`config.mk`:
```
export PLATFORM = sky130hd
export DESIGN_NAME = tone_queue_sequencer
export DESIGN_NICKNAME = d
export VERILOG_FILES = /design/src/rtl/tqs_pkg.sv /design/src/rtl/tqs_ctrl.sv /design/src/rtl/tqs_dp.sv /design/src/rtl/tone_queue_sequencer.sv
export SDC_FILE = /design/constraint.sdc
export NUM_CORES = 1
export LEC_CHECK = 0
export ABC_AREA = 0
export BUFFER_PORTS_ARGS = -buffer_cell sky130_fd_sc_hd__buf_2
export CORE_MARGIN = 2
export CORE_UTILIZATION = 63
export DETAILED_ROUTE_END_ITERATION = 16
export PLACE_DENSITY = 0.81
export SYNTH_ARGS = -nofsm -noshare
export SYNTH_HDL_FRONTEND = slang
export SYNTH_SLANG_ARGS = --single-unit
```
`constraint.sdc`:
```
create_clock -name i_clk -period 4.82 [get_ports i_clk]
set_input_delay 0.964 -clock i_clk [delete_from_list [all_inputs] [get_ports i_clk]]
set_output_delay 0.964 -clock i_clk [all_outputs]
set_load 0.01 [all_outputs]
```
`src/rtl/tqs_pkg.sv`:
```
package tqs_pkg;

    // Item opcodes
    typedef enum logic [1:0] {
        OP_TICK = 2'd0,
        OP_PLAY = 2'd1,
        OP_ENQ  = 2'd2,
        OP_NONE = 2'd3
    } t_op;

    // Register indexes on the configuration channel
    localparam logic [2:0] CFG_BEEPER_LEVEL    = 3'd0;
    localparam logic [2:0] CFG_SPEAKER_MODE    = 3'd1;
    localparam logic [2:0] CFG_SPEAKER_PITCH   = 3'd2;
    localparam logic [2:0] CFG_HAPTIC_STRENGTH = 3'd3;
    localparam logic [2:0] CFG_BEEP_OFFSET     = 3'd4;

    // Buzzer level codes
    localparam logic [2:0] LVL_MUTE   = 3'd0;
    localparam logic [2:0] LVL_XSHORT = 3'd2;
    localparam logic [2:0] LVL_SHORT  = 3'd3;
    localparam logic [2:0] LVL_NORM   = 3'd4;
    localparam logic [2:0] LVL_LONG   = 3'd5;
    localparam logic [2:0] LVL_XLONG  = 3'd6;

    // Speaker modes
    localparam logic [1:0] MODE_PLAIN  = 2'd0;
    localparam logic [1:0] MODE_SQUARE = 2'd1;

    localparam logic [7:0] PHASE_MSB_MASK = 8'h80;

    localparam int IN_TDATA_W  = 48;
    localparam int IN_TUSER_W  = 2;
    localparam int OUT_TDATA_W = 8;
    localparam int CFG_IDX_W   = 3;
    localparam int CFG_DATA_W  = 8;

    typedef struct packed {
        logic       hap;
        logic [7:0] rep;
        logic [7:0] pause;
        logic [7:0] dur;
        logic [7:0] end_f;
        logic [7:0] start_f;
    } t_slot;

    typedef struct packed {
        t_op   op;
        t_slot slot;
    } t_req;

    typedef struct packed {
        logic accepted;
        logic haptic;
        logic buzzer;
    } t_result;

    // Controller to datapath
    typedef struct packed {
        logic load;
        logic exec;
    } t_cmd;

endpackage

```
`src/rtl/tqs_ctrl.sv`:
```
module tqs_ctrl (
    input  logic          i_clk,
    input  logic          i_rst_n,
    input  logic          i_s_tvalid,
    output logic          o_s_tready,
    output logic          o_m_tvalid,
    input  logic          i_m_tready,
    output tqs_pkg::t_cmd o_cmd
);

    typedef enum logic [1:0] {
        S_IDLE = 2'b01,
        S_EXEC = 2'b10
    } t_state;

    t_state r_state, n_state;
    logic   r_out_valid, n_out_valid;
    logic   out_free;

    assign out_free   = !r_out_valid || i_m_tready;
    assign o_s_tready = (r_state == S_IDLE);
    assign o_m_tvalid = r_out_valid;

    always_comb begin
        n_state     = r_state;
        o_cmd.load  = 1'b0;
        o_cmd.exec  = 1'b0;
        case (r_state)
            S_IDLE: begin
                if (i_s_tvalid) begin
                    o_cmd.load = 1'b1;
                    n_state    = S_EXEC;
                end
            end
            S_EXEC: begin
                // wait for room in the output register
                if (out_free) begin
                    o_cmd.exec = 1'b1;
                    n_state    = S_IDLE;
                end
            end
            default: n_state = S_IDLE;
        endcase
    end

    always_comb begin
        n_out_valid = r_out_valid;
        if (o_cmd.exec) begin
            n_out_valid = 1'b1;
        end else if (r_out_valid && i_m_tready) begin
            n_out_valid = 1'b0;
        end
    end

    always_ff @(posedge i_clk) begin
        if (!i_rst_n) begin
            r_state     <= S_IDLE;
            r_out_valid <= 1'b0;
        end else begin
            r_state     <= n_state;
            r_out_valid <= n_out_valid;
        end
    end

`ifndef SYNTH
    a_cmd_exclusive: assert property (@(posedge i_clk) disable iff (!i_rst_n)
        !(o_cmd.load && o_cmd.exec))
        else $error("load and exec issued together");

    a_exec_fills_out: assert property (@(posedge i_clk) disable iff (!i_rst_n)
        o_cmd.exec |=> o_m_tvalid)
        else $error("result not presented after exec");

    a_load_to_exec: assert property (@(posedge i_clk) disable iff (!i_rst_n)
        o_cmd.load |=> (r_state == S_EXEC))
        else $error("loaded item not moved to exec");
`endif

endmodule

```
`src/rtl/tqs_dp.sv`:
```
module tqs_dp #(
    parameter int QUEUE_DEPTH = 8,
    parameter int DIV_XSHORT  = 5,
    parameter int DIV_SHORT   = 10,
    parameter int DIV_NORM    = 20,
    parameter int DIV_LONG    = 40,
    parameter int DIV_XLONG   = 80
) (
    input  logic                               i_clk,
    input  logic                               i_rst_n,
    input  tqs_pkg::t_cmd                      i_cmd,
    input  logic [tqs_pkg::IN_TUSER_W-1:0]     i_op,
    input  logic [tqs_pkg::IN_TDATA_W-1:0]     i_item,
    input  logic                               i_cfg_we,
    input  logic [tqs_pkg::CFG_IDX_W-1:0]      i_cfg_index,
    input  logic [tqs_pkg::CFG_DATA_W-1:0]     i_cfg_data,
    output tqs_pkg::t_result                   o_result
);

    localparam int IDX_W = $clog2(QUEUE_DEPTH);

    // configuration
    logic [2:0] r_level;
    logic [1:0] r_mode;
    logic [7:0] r_pitch;
    logic [7:0] r_strength;
    logic [7:0] r_offset;

    // latched item
    tqs_pkg::t_req r_req;

    // queue and tone state
    tqs_pkg::t_slot r_slot [QUEUE_DEPTH];
    tqs_pkg::t_slot n_slot [QUEUE_DEPTH];
    logic [7:0] r_cur_freq,  n_cur_freq;
    logic [7:0] r_time_left, n_time_left;
    logic [7:0] r_pause_left, n_pause_left;
    logic [7:0] r_repeat_left, n_repeat_left;
    logic       r_repeating, n_repeating;
    logic       r_sweep_on,  n_sweep_on;
    logic       r_sweep_up,  n_sweep_up;
    logic       r_motor_on,  n_motor_on;
    logic       r_playing,   n_playing;
    logic [7:0] r_haptic_ticks, n_haptic_ticks;
    logic [7:0] r_div_count, n_div_count;
    logic [7:0] r_phase, n_phase;
    logic       r_buzz, n_buzz;
    logic       r_hap,  n_hap;
    tqs_pkg::t_result r_result, n_result;

    logic [7:0]       div_limit;
    logic             free_found;
    logic [IDX_W-1:0] free_idx;
    logic             do_shift;
    tqs_pkg::t_slot   head;

    always_comb begin
        case (r_level)
            tqs_pkg::LVL_XSHORT: div_limit = 8'(DIV_XSHORT);
            tqs_pkg::LVL_SHORT:  div_limit = 8'(DIV_SHORT);
            tqs_pkg::LVL_LONG:   div_limit = 8'(DIV_LONG);
            tqs_pkg::LVL_XLONG:  div_limit = 8'(DIV_XLONG);
            default:             div_limit = 8'(DIV_NORM);
        endcase
    end

    // first slot with a zero start frequency
    always_comb begin
        free_found = 1'b0;
        free_idx   = '0;
        for (int i = 0; i < QUEUE_DEPTH; i++) begin
            if (!free_found && r_slot[i].start_f == 8'd0) begin
                free_found = 1'b1;
                free_idx   = IDX_W'(i);
            end
        end
    end

    assign head = r_slot[0];

    always_comb begin
        n_slot         = r_slot;
        n_cur_freq     = r_cur_freq;
        n_time_left    = r_time_left;
        n_pause_left   = r_pause_left;
        n_repeat_left  = r_repeat_left;
        n_repeating    = r_repeating;
        n_sweep_on     = r_sweep_on;
        n_sweep_up     = r_sweep_up;
        n_motor_on     = r_motor_on;
        n_playing      = r_playing;
        n_haptic_ticks = r_haptic_ticks;
        n_div_count    = r_div_count;
        n_phase        = r_phase;
        n_buzz         = r_buzz;
        n_hap          = r_hap;
        do_shift       = 1'b0;
        n_result.accepted = 1'b0;

        case (r_req.op)
            tqs_pkg::OP_TICK: begin
                // drive pins from the tone in progress
                if (r_playing) begin
                    if (r_level != tqs_pkg::LVL_MUTE) begin
                        if (r_mode == tqs_pkg::MODE_PLAIN) begin
                            n_buzz = (r_time_left != 8'd0);
                        end else if (r_mode == tqs_pkg::MODE_SQUARE) begin
                            if (r_time_left != 8'd0) begin
                                n_phase = r_phase + r_cur_freq;
                                n_buzz  = (n_phase & tqs_pkg::PHASE_MSB_MASK) != 8'd0;
                            end else begin
                                n_buzz = 1'b0;
                            end
                        end
                    end
                    if (r_motor_on) begin
                        if (r_strength != 8'd0 && r_haptic_ticks < r_strength) begin
                            n_hap          = 1'b1;
                            n_haptic_ticks = r_haptic_ticks + 8'd1;
                        end else begin
                            n_hap          = 1'b0;
                            n_haptic_ticks = 8'd0;
                        end
                    end else begin
                        n_hap = 1'b0;
                    end
                end else begin
                    n_buzz = 1'b0;
                    n_hap  = 1'b0;
                end

                // start the head tone when idle
                if ((head.start_f != 8'd0 || head.hap) && r_time_left == 8'd0 &&
                    !r_playing) begin
                    if (head.end_f != 8'd0 && head.end_f != head.start_f) begin
                        if (head.start_f > head.end_f) begin
                            n_time_left = head.start_f - head.end_f;
                            n_sweep_up  = 1'b0;
                        end else begin
                            n_time_left = head.end_f - head.start_f;
                            n_sweep_up  = 1'b1;
                        end
                        n_cur_freq = head.start_f + r_pitch;
                        n_sweep_on = 1'b1;
                    end else begin
                        n_cur_freq  = head.start_f + r_pitch + r_offset;
                        n_sweep_on  = 1'b0;
                        n_sweep_up  = 1'b0;
                        n_time_left = head.dur;
                    end
                    n_pause_left = head.pause;
                    n_motor_on   = head.hap;
                    n_playing    = 1'b1;

                    if (head.rep != 8'd0 && !r_repeating) begin
                        n_repeating   = 1'b1;
                        n_repeat_left = head.rep;
                    end
                    if (n_repeating) begin
                        n_repeat_left = n_repeat_left - 8'd1;
                        if (n_repeat_left == 8'd0) begin
                            n_repeating = 1'b0;
                            do_shift    = 1'b1;
                        end
                    end else begin
                        do_shift = 1'b1;
                    end
                end

                if (do_shift) begin
                    for (int i = 0; i < QUEUE_DEPTH - 1; i++) begin
                        n_slot[i] = r_slot[i+1];
                    end
                    n_slot[QUEUE_DEPTH-1] = '0;
                end

                // divided tick: tone time, sweep step, pause
                n_div_count = r_div_count + 8'd1;
                if (n_div_count >= div_limit) begin
                    n_div_count = 8'd0;
                    if (n_time_left != 8'd0 && n_playing) begin
                        if (n_sweep_on) begin
                            n_cur_freq = n_sweep_up ? n_cur_freq + 8'd1 : n_cur_freq - 8'd1;
                        end
                        n_time_left = n_time_left - 8'd1;
                    end
                    if (n_time_left == 8'd0 && n_playing) begin
                        if (n_pause_left == 8'd0) begin
                            n_playing = 1'b0;
                        end else begin
                            n_pause_left = n_pause_left - 8'd1;
                        end
                    end
                end
            end
            tqs_pkg::OP_PLAY: begin
                n_slot[0]         = r_req.slot;
                n_result.accepted = 1'b1;
            end
            tqs_pkg::OP_ENQ: begin
                if (free_found) begin
                    n_slot[free_idx]  = r_req.slot;
                    n_result.accepted = 1'b1;
                end
            end
            default: begin
            end
        endcase

        n_result.buzzer = n_buzz;
        n_result.haptic = n_hap;
    end

    // item latch and result register
    always_ff @(posedge i_clk) begin
        if (i_cmd.load) begin
            r_req.op           <= tqs_pkg::t_op'(i_op);
            r_req.slot.start_f <= i_item[7:0];
            r_req.slot.end_f   <= i_item[15:8];
            r_req.slot.dur     <= i_item[23:16];
            r_req.slot.pause   <= i_item[31:24];
            r_req.slot.rep     <= i_item[39:32];
            r_req.slot.hap     <= i_item[40];
        end
        if (i_cmd.exec) begin
            r_result <= n_result;
        end
    end

    always_ff @(posedge i_clk) begin
        if (!i_rst_n) begin
            for (int i = 0; i < QUEUE_DEPTH; i++) begin
                r_slot[i] <= '0;
            end
            r_cur_freq     <= 8'd0;
            r_time_left    <= 8'd0;
            r_pause_left   <= 8'd0;
            r_repeat_left  <= 8'd0;
            r_repeating    <= 1'b0;
            r_sweep_on     <= 1'b0;
            r_sweep_up     <= 1'b0;
            r_motor_on     <= 1'b0;
            r_playing      <= 1'b0;
            r_haptic_ticks <= 8'd0;
            r_div_count    <= 8'd0;
            r_phase        <= 8'd0;
            r_buzz         <= 1'b0;
            r_hap          <= 1'b0;
        end else if (i_cmd.exec) begin
            r_slot         <= n_slot;
            r_cur_freq     <= n_cur_freq;
            r_time_left    <= n_time_left;
            r_pause_left   <= n_pause_left;
            r_repeat_left  <= n_repeat_left;
            r_repeating    <= n_repeating;
            r_sweep_on     <= n_sweep_on;
            r_sweep_up     <= n_sweep_up;
            r_motor_on     <= n_motor_on;
            r_playing      <= n_playing;
            r_haptic_ticks <= n_haptic_ticks;
            r_div_count    <= n_div_count;
            r_phase        <= n_phase;
            r_buzz         <= n_buzz;
            r_hap          <= n_hap;
        end
    end

    // configuration registers
    always_ff @(posedge i_clk) begin
        if (!i_rst_n) begin
            r_level    <= tqs_pkg::LVL_NORM;
            r_mode     <= tqs_pkg::MODE_PLAIN;
            r_pitch    <= 8'd0;
            r_strength <= 8'd0;
            r_offset   <= 8'd0;
        end else if (i_cfg_we) begin
            case (i_cfg_index)
                tqs_pkg::CFG_BEEPER_LEVEL:    r_level    <= i_cfg_data[2:0];
                tqs_pkg::CFG_SPEAKER_MODE:    r_mode     <= i_cfg_data[1:0];
                tqs_pkg::CFG_SPEAKER_PITCH:   r_pitch    <= i_cfg_data;
                tqs_pkg::CFG_HAPTIC_STRENGTH: r_strength <= i_cfg_data;
                tqs_pkg::CFG_BEEP_OFFSET:     r_offset   <= i_cfg_data;
                default: begin
                end
            endcase
        end
    end

    assign o_result = r_result;

`ifndef SYNTH
    a_time_needs_play: assert property (@(posedge i_clk) disable iff (!i_rst_n)
        (r_time_left != 8'd0) |-> r_playing)
        else $error("tone time left while not playing");

    a_repeat_cleared: assert property (@(posedge i_clk) disable iff (!i_rst_n)
        !r_repeating |-> (r_repeat_left == 8'd0))
        else $error("repeat count left without repeat run");
`endif

endmodule

```
`src/rtl/tone_queue_sequencer.sv`:
```
// Channel  Dir  Handshake                          Payload
// s_axis   in   i_s_axis_tvalid / o_s_axis_tready  tuser: opcode; tdata: tone request
// m_axis   out  o_m_axis_tvalid / i_m_axis_tready  tdata: buzzer_out, haptic_out, accepted
// cfg      in   i_cfg_valid / o_cfg_ready          index 0..4, 8-bit data
//
// Each item is registered while the controller is idle, then the controller's execute
// step performs the whole tick, play or enqueue update on the tone state.
// Reset (i_rst_n low, synchronous) clears queue, tone and pin state, resets config.
// While a result waits in the output register the next item is still taken; its
// execute step holds until the output register drains.
// Configuration writes are always ready and take effect on the next cycle.
module tone_queue_sequencer #(
    parameter int QUEUE_DEPTH = 8,
    parameter int DIV_XSHORT  = 5,
    parameter int DIV_SHORT   = 10,
    parameter int DIV_NORM    = 20,
    parameter int DIV_LONG    = 40,
    parameter int DIV_XLONG   = 80
) (
    input  logic                              i_clk,
    input  logic                              i_rst_n,
    // [7:0] start_freq, [15:8] end_freq, [23:16] duration, [31:24] pause_len,
    // [39:32] repeat_num, [40] haptic_req, [47:41] zero
    input  logic [tqs_pkg::IN_TDATA_W-1:0]    i_s_axis_tdata,
    // [1:0] opcode
    input  logic [tqs_pkg::IN_TUSER_W-1:0]    i_s_axis_tuser,
    input  logic                              i_s_axis_tvalid,
    output logic                              o_s_axis_tready,
    // [0] buzzer_out, [1] haptic_out, [2] accepted, [7:3] zero
    output logic [tqs_pkg::OUT_TDATA_W-1:0]   o_m_axis_tdata,
    output logic                              o_m_axis_tvalid,
    input  logic                              i_m_axis_tready,
    input  logic                              i_cfg_valid,
    output logic                              o_cfg_ready,
    input  logic [tqs_pkg::CFG_IDX_W-1:0]     i_cfg_index,
    input  logic [tqs_pkg::CFG_DATA_W-1:0]    i_cfg_data
);

    tqs_pkg::t_cmd    cmd;
    tqs_pkg::t_result result;

    // Register file never stalls.
    assign o_cfg_ready = 1'b1;

    tqs_ctrl u_ctrl (
        .i_clk      (i_clk),
        .i_rst_n    (i_rst_n),
        .i_s_tvalid (i_s_axis_tvalid),
        .o_s_tready (o_s_axis_tready),
        .o_m_tvalid (o_m_axis_tvalid),
        .i_m_tready (i_m_axis_tready),
        .o_cmd      (cmd)
    );

    tqs_dp #(
        .QUEUE_DEPTH (QUEUE_DEPTH),
        .DIV_XSHORT  (DIV_XSHORT),
        .DIV_SHORT   (DIV_SHORT),
        .DIV_NORM    (DIV_NORM),
        .DIV_LONG    (DIV_LONG),
        .DIV_XLONG   (DIV_XLONG)
    ) u_dp (
        .i_clk       (i_clk),
        .i_rst_n     (i_rst_n),
        .i_cmd       (cmd),
        .i_op        (i_s_axis_tuser),
        .i_item      (i_s_axis_tdata),
        .i_cfg_we    (i_cfg_valid),
        .i_cfg_index (i_cfg_index),
        .i_cfg_data  (i_cfg_data),
        .o_result    (result)
    );

    // Pack result fields, lowest bit first.
    assign o_m_axis_tdata = {5'd0, result.accepted, result.haptic, result.buzzer};

endmodule
```
==> reports/metrics.yaml, run 1 <==
routing:
  dr.pass1.iters: 6
  detail_route.wirelength_mm: 56.3
  detail_route.drc_violations: 0
  viasPerCell: 6.03
  num_vias: 19700
  routed_antenna_nets: 0
  route.detailed.wl_per_inst_um: 17.2
  detailedRoute.firstIterationViolations: 1674
run_status:
  status: "complete, no violations"
worst_setup_path:
  critPathMaxStageDelay_ns: 0.44
  worstPathRequired_ns: 5.30
  cp_cell_sequence: "nor3_2 -> a31o_2 -> a22o_1 -> inv_1 -> ha_1 -> o31a_1 -> o41a_1 -> nor2_2 -> a31oi_1 -> nor2b_1 -> and2_2 -> buf_12 -> nor2_1 -> a311oi_1"
  cp-end-kind: "flop"
  cp.arrival_ns: 4.96
  worst_path_max_delay_cell: "o41a_1"
  critical_path.max_fanout: 82
  setup.worst_path.start_class: "flop"
  path_class: "flop to flop"
power:
  power-per-cell-area_nw_per_um2: 328
  power.leakage_nw: 8.80
  max-vdd-ir-drop_uv: 235
sta:
  f_max_ghz: 0.223
  relSlewSlack: 0.210
  timing.final.crit_period_ns: 4.48
  final.setup_skew_ns: 0.0249
  final_hold_viol_count: 0
  post_route_worst_hold_slack_ns: 0.459
  setup_viol: 0
  setup_tns_ns: 0
  timing_max_transition_violations_final: 0
  rsz0062_at_grt: "no"
  final.period_utilization: 0.929
  transition_time_of_the_tightest_slew_check_pin_ns: 1.19
clocking:
  register_clock_pin_slew_on_the_reported_worst_setup_and_hold_paths_ns: 0.06
  postCtsHoldBufs: 0
  htree_levels: 2
  clock_sink_count: 469
  clock_latency_ns: 0.60
  clock_tree.buffer_depth: 3
  cts_tree: "yes"
  clk_root_buffer_cell: "clkbuf_16"
  cts-buffers-inserted: 48
layout:
  num-nets-final: 2857
  final_common_cell: "dfxtp_1"
  drive_gt1_frac: 0.101
  area_growth_syn_to_layout_pct: 9.05
  final_cell_mix: "dfxtp_1 (423), nor2_1 (374), nand2_1 (255)"
  finalNonFillerCells: 3269
  antenna_diode_count: 0
logic_synthesis:
  synthArstFlopShare: 0
  yosysSeqAreaShare: 0.415
  ys_seq_elements: 469
  synth-edff-count: 46
  yosysUniqueCellTypes: 91
  synthesis.area_per_instance_um2: 8.55
  syn-instance-count: 2775
  synth_ff_type: "dfxtp_1"
  syn_area_um2: 23700
  synth_warn: 0
floorplanning:
  die_h_um: 198
  dieWidth_um: 198
  initial_core_util: 0.634
  design.portCount: 77
  row_count: 71
  core_region_area_um2: 37400
  fp.dieArea_um2: 39200
global_routing:
  number_of_antenna_violations_at_the_first_check_in_global_routing: 0
  global_route.usage.total: 0.285
  grt-ovfl-total: 0
  vias_in_the_first_global_route: 18300
  first_pass_grt_wire_length_mm: 91.9
  grt_max_degree: 266
placed_design:
  detailed_place_hpwl_mm: 36.3
  io_buffer_count: 63
  gp_congestion: 0.862
  dpl.cell_count: 3180
flow_run:
  max_cap_violations: 0
hold_path:
  min-delay-path-class: "flop to flop"
-- area by class of cell --
class / instances / area (um2)
multi-input cells: 2005 / 12700
fillers: 2886 / 11500
flip-flops and latches: 469 / 9850
clock buffers: 66 / 1410
repair buffers: 96 / 676
well taps: 511 / 639
inverters: 99 / 379
clock inverters: 23 / 270
-- registers in the layout, summed over array words and instances (netlist names), 2 cells and up --
signal / cells
u_dp.r_mode: 2
u_dp.r_req: 43
u_dp.r_time_left: 8
u_dp.r_offset: 8
u_dp.r_pause_left: 8
u_dp.o_result: 3
u_dp.r_repeat_left: 8
u_dp.r_pitch: 8
u_dp.r_phase: 8
u_dp.r_cur_freq: 8
u_dp.r_haptic_ticks: 8
u_dp.r_div_count: 8
u_dp.r_strength: 8
u_dp.r_slot: 287
u_ctrl.r_state: 2
u_dp.r_level: 3
u_dp.head: 41
-- cells by family after synthesis --
family / Yosys count / synth area share
AOI/OAI and AO/OA: 676 / 0.200
and+or+nand+nor: 1086 / 0.221
other: 2 / 0.000316
buffers and inverters: 305 / 0.0553
DFF: 469 / 0.415
muxes: 113 / 0.0499
xor gates and xnor gates: 52 / 0.0192
adders and majority gates: 72 / 0.0399
-- synthesized netlist by cell type, types with 24 or more instances --
cell,instances,area share
inv_1,98,0.016
a311oi_1,207,0.076
a22oi_1,45,0.014
nand2b_1,219,0.058
buf_4,26,0.0082
a21oi_1,176,0.037
xnor2_1,34,0.013
edfxtp_1,46,0.058
nand2_1,256,0.040
mux2i_1,70,0.030
mux2_2,42,0.020
nand3_1,61,0.013
o211ai_1,50,0.016
dfxtp_1,423,0.36
ha_1,66,0.035
o21ai_0,90,0.019
nor2b_1,24,0.0063
nor2_1,374,0.059
buf_2,39,0.0082
clkbuf_1,137,0.022
-- critical path: cells and delay by family, from the launching register on --
kind | cells | cell delay [ns]
AOI/OAI and AO/OA | 6 | 1.89
buffers and inverters | 2 | 0.38
adders and majority gates | 1 | 0.26
and+or+nand+nor | 5 | 1.40
DFF | 1 | 0.38
-- per-stage QoR --
stage | worst slack [ns] | power (mW) | util | instance area [um2]
4_1_cts | 0.296 | 8.54 | 0.692 | 25900
6_report | 0.341 | 8.49 | 0.692 | 25900
2_1_floorplan | 0.727 | 4.49 | - | 23700
3_3_place_gp | 0.359 | 4.63 | 0.647 | 24200
3_5_place_dp | 0.352 | 4.65 | 0.647 | 24200
5_1_grt | 0.0266 | 8.73 | 0.692 | 25900
-- metal layers --
| layer | global-route usage | part of all wire | vias up |
|---|---|---|---|
| met2 | 0.472 | 0.47 | 551 |
| met4 | 0.124 | 0.036 | 0 |
| met1 | 0.376 | 0.44 | 9312 |
| met5 | 0 | 0 | - |
| met3 | 0.0353 | 0.050 | 119 |
| li1 | - | - | 9738 |
-- path summary, 6_finish.rpt --
kind	startpoint	to	slack, ns	cells after the start
hold / removal	u_dp.r_sweep_up	u_dp.r_sweep_up	0.46	2
hold reg to reg	u_dp.r_sweep_up	u_dp.r_sweep_up	0.46	2
setup reg to reg	u_dp.head[34]	u_dp.r_slot[176]	0.34	14
setup / recovery	u_dp.head[34]	u_dp.r_slot[176]	0.34	14
-- where the power goes --
group / internal [mW] / switching, mW / leakage, nW / total (mW)
combinational: 0.192 / 0.355 / 4.13 / 0.547
sequential: 3.99 / 0.0389 / 3.85 / 4.03
clock: 2.32 / 1.59 / 0.822 / 3.91
-- repair_timing --
item / 4_1_cts / 5_1_grt
endpoints found under the setup margin: 0 / 3
setup buffers: 0 / 0
resized for setup: 0 / 1
No activity file was read; power rests on OpenSTA's default activity.
==> run 2, diff against run 1 <==
- CAP_MARGIN: not set -> 25
- RECOVER_POWER: not set -> 100
==> run 2 against run 1 <==
Critical path type unchanged. Final cell count about the same. Design area is 0.32% lower. Clock power about the same. Largest power group unchanged. Sequential share of layout area up 0.12 points. Sequential power barely moved. Power is essentially flat. Via count about the same. The flow now finishes with violations (capacitance limit, slew limit). Clock-buffer cell count stayed put.
==> reports/metrics.yaml, run 2 (same netlist as run 1, synthesis figures left out) <==
layout:
  drive_gt1_frac: 0.0903  # -0.0105
  area_growth_syn_to_layout_pct: 8.70
  antenna_diode_count: 0  # unchanged
  finalNonFillerCells: 3270  # +0.031%
  number_of_flip_flops_under_the_largest_register_name: 287  # unchanged
  final_cell_mix: "dfxtp_1 (423), nor2_1 (374), nand2_1 (255)"
  num-nets-final: 2858  # +0.035%
  top_register: "u_dp.r_slot"
  final_common_cell: "dfxtp_1"
routing:
  dr.pass1.iters: 6  # unchanged
  detail_route.drc_violations: 0  # unchanged
  viasPerCell: 6.03  # -0.11%
  detail_route.wirelength_mm: 56.4  # +0.12%
  num_vias: 19700  # -0.081%
  detailedRoute.firstIterationViolations: 1781  # +6.4%
  route.detailed.wl_per_inst_um: 17.2  # about the same
  routed_antenna_nets: 0  # unchanged
sta:
  timing_max_transition_violations_final: 121  # +121
  final.setup_skew_ns: 0.0235  # -0.00138 ns
  f_max_ghz: 0.219  # -1.7%
  setup_tns_ns: 0  # unchanged
  post_route_worst_hold_slack_ns: 0.462  # +0.00336 ns
  setup_viol: 0  # unchanged
  final.period_utilization: 0.946  # +0.0164
  transition_time_of_the_tightest_slew_check_pin_ns: 2.36  # +1.17 ns
  relSlewSlack: -0.571  # -0.781
  timing.final.crit_period_ns: 4.56  # +0.0789 ns
  final_hold_viol_count: 0  # unchanged
  rsz0062_at_grt: "no"
power:
  p_int_mw: 6.50  # about the same
  power.leakage_nw: 8.71  # -0.99%
  max-vdd-ir-drop_uv: 235  # -0.20%
  power-per-cell-area_nw_per_um2: 329  # +0.26%
  power.share.combinational: 0.064  # about the same
  post_route_total_power_mw: 8.48  # about the same
  p_switching_mw: 1.98  # -0.13%
  clockPowerShare: 0.461  # about the same
  power.share.sequential: 0.475  # about the same
  power.share.switching: 0.233  # about the same
clocking:
  cts_tree: "yes"
  clock_tree.buffer_depth: 3  # unchanged
  htree_levels: 2  # unchanged
  postCtsHoldBufs: 0  # unchanged
  clock_latency_ns: 0.59  # about the same
  cts.repair.resized: 0  # unchanged
  clock_sink_count: 469  # unchanged
  cts-buffers-inserted: 48  # unchanged
  cts_setup_buffers: 0  # unchanged
  register_clock_pin_slew_on_the_reported_worst_setup_and_hold_paths_ns: 0.06  # about the same
  clk_root_buffer_cell: "clkbuf_16"
global_routing:
  vias_in_the_first_global_route: 18300  # unchanged
  global_route.usage.total: 0.285  # unchanged
  number_of_antenna_violations_at_the_first_check_in_global_routing: 0  # unchanged
  grt_max_degree: 266  # unchanged
  grt-ovfl-total: 0  # unchanged
  first_pass_grt_wire_length_mm: 91.9  # unchanged
worst_setup_path:
  setup.worst_path.start_class: "flop"
  worstPathRequired_ns: 5.32  # +0.02 ns
  timing.reg2reg.setup_slack_ns: 0.26  # -0.08 ns
  path_class: "flop to flop"
  crit-reg2reg-capture: "u_dp.head[39]"
  cp.arrival_ns: 5.06  # +0.10 ns
  cp-end-kind: "flop"
  worst_r2r_path_depth: 15  # +1
  critical_path.max_fanout: 41  # -50%
  rr_startpoint: "u_dp.head[34]"
flow_run:
  max_cap_violations: 2  # +2
floorplanning:
  row_count: 71  # unchanged
  die_h_um: 198  # unchanged
  fp.dieArea_um2: 39200  # unchanged
  initial_core_util: 0.634  # unchanged
  design.portCount: 77  # unchanged
  dieWidth_um: 198  # unchanged
  core_region_area_um2: 37400  # unchanged
run_status:
  failing_checks: "capacitance limit, slew limit"
  status: "finished, violations left"
placed_design:
  gp_congestion: 0.862  # unchanged
  dpl.cell_count: 3180  # unchanged
  io_buffer_count: 63  # unchanged
  detailed_place_hpwl_mm: 36.3  # unchanged
hold_path:
  holdPathStages: 2  # unchanged
  startpoint_of_the_tightest_hold_check_path: "u_dp.r_sweep_up"
  min-delay-path-class: "flop to flop"
  timing.hold.worst_endpoint: "u_dp.r_sweep_up"
[run 2: cell types whose count changed in the layout (fill, tap and decap cells not counted), sizes merged]
cell    before  now
clkbuf      66   96
buf         96   67
[run 2: final cells by class]
class / count / area, um2
Inverter: 99 / 379
Timing Repair Buffer: 97 / 606
Fill cell: 2916 / 11600
Multi-Input combinational cell: 2005 / 12600
Clock inverter: 23 / 270
Clock buffer: 66 / 1410
Sequential cell: 469 / 9850
Tap cell: 511 / 639
[run 2: power groups by stage]
stage	Clock (mW)	Sequential, mW	Combinational (mW)
after floorplan	0	4.09	0.399
after global placement	0	4.11	0.523
after detailed placement	0	4.11	0.536
after CTS	3.98	4.02	0.540
after global routing	4.11	4.03	0.596
final	3.91	4.03	0.543
[run 2: worst max-delay path by stage]
stage / start / cells past startpoint / slack [ns] / endpoint
2_1_floorplan: u_dp.head[4] / 22 / 0.73 / u_dp.r_cur_freq[7]
3_3_place_gp: u_dp.head[0] / 19 / 0.36 / u_dp.r_cur_freq[7]
3_5_place_dp: u_dp.head[1] / 20 / 0.35 / u_dp.r_cur_freq[7]
4_1_cts: u_dp.head[34] / 14 / 0.30 / u_dp.r_slot[176]
5_1_grt: u_dp.head[34] / 15 / 0.02 / u_dp.head[39]
6_report: u_dp.head[34] / 15 / 0.26 / u_dp.head[39]
[run 2: metrics by stage]
stage	worst slack (ns)	util	cell area [um2]
after detailed placement	0.352	0.647	24200
after floorplan	0.727	-	23700
after global placement	0.359	0.647	24200
after global routing	0.0196	0.690	25800
final	0.262	0.690	25800
after CTS	0.296	0.692	25900
[run 2: worst max-delay path, cell delays in order (launching register included)]
cell and delay, ns:
dfxtp_1 0.38, nor3_2 0.41, a31o_2 0.36, a22o_1 0.20
inv_1 0.07, ha_1 0.26, o31a_1 0.31, o41a_1 0.44
nor2_2 0.26, buf_4 0.21, nand2_1 0.06, nand2_1 0.16
o311a_1 0.17, buf_2 0.72, o211ai_1 0.20, a21oi_1 0.24
[run 2: per-layer routing]
metal  share of wire  vias up  global-route usage
met2            0.46      588               0.472
met5               0        -                   0
met1            0.44     9254               0.376
li1                -     9736                   -
met4           0.037        0               0.124
met3           0.057      126              0.0353
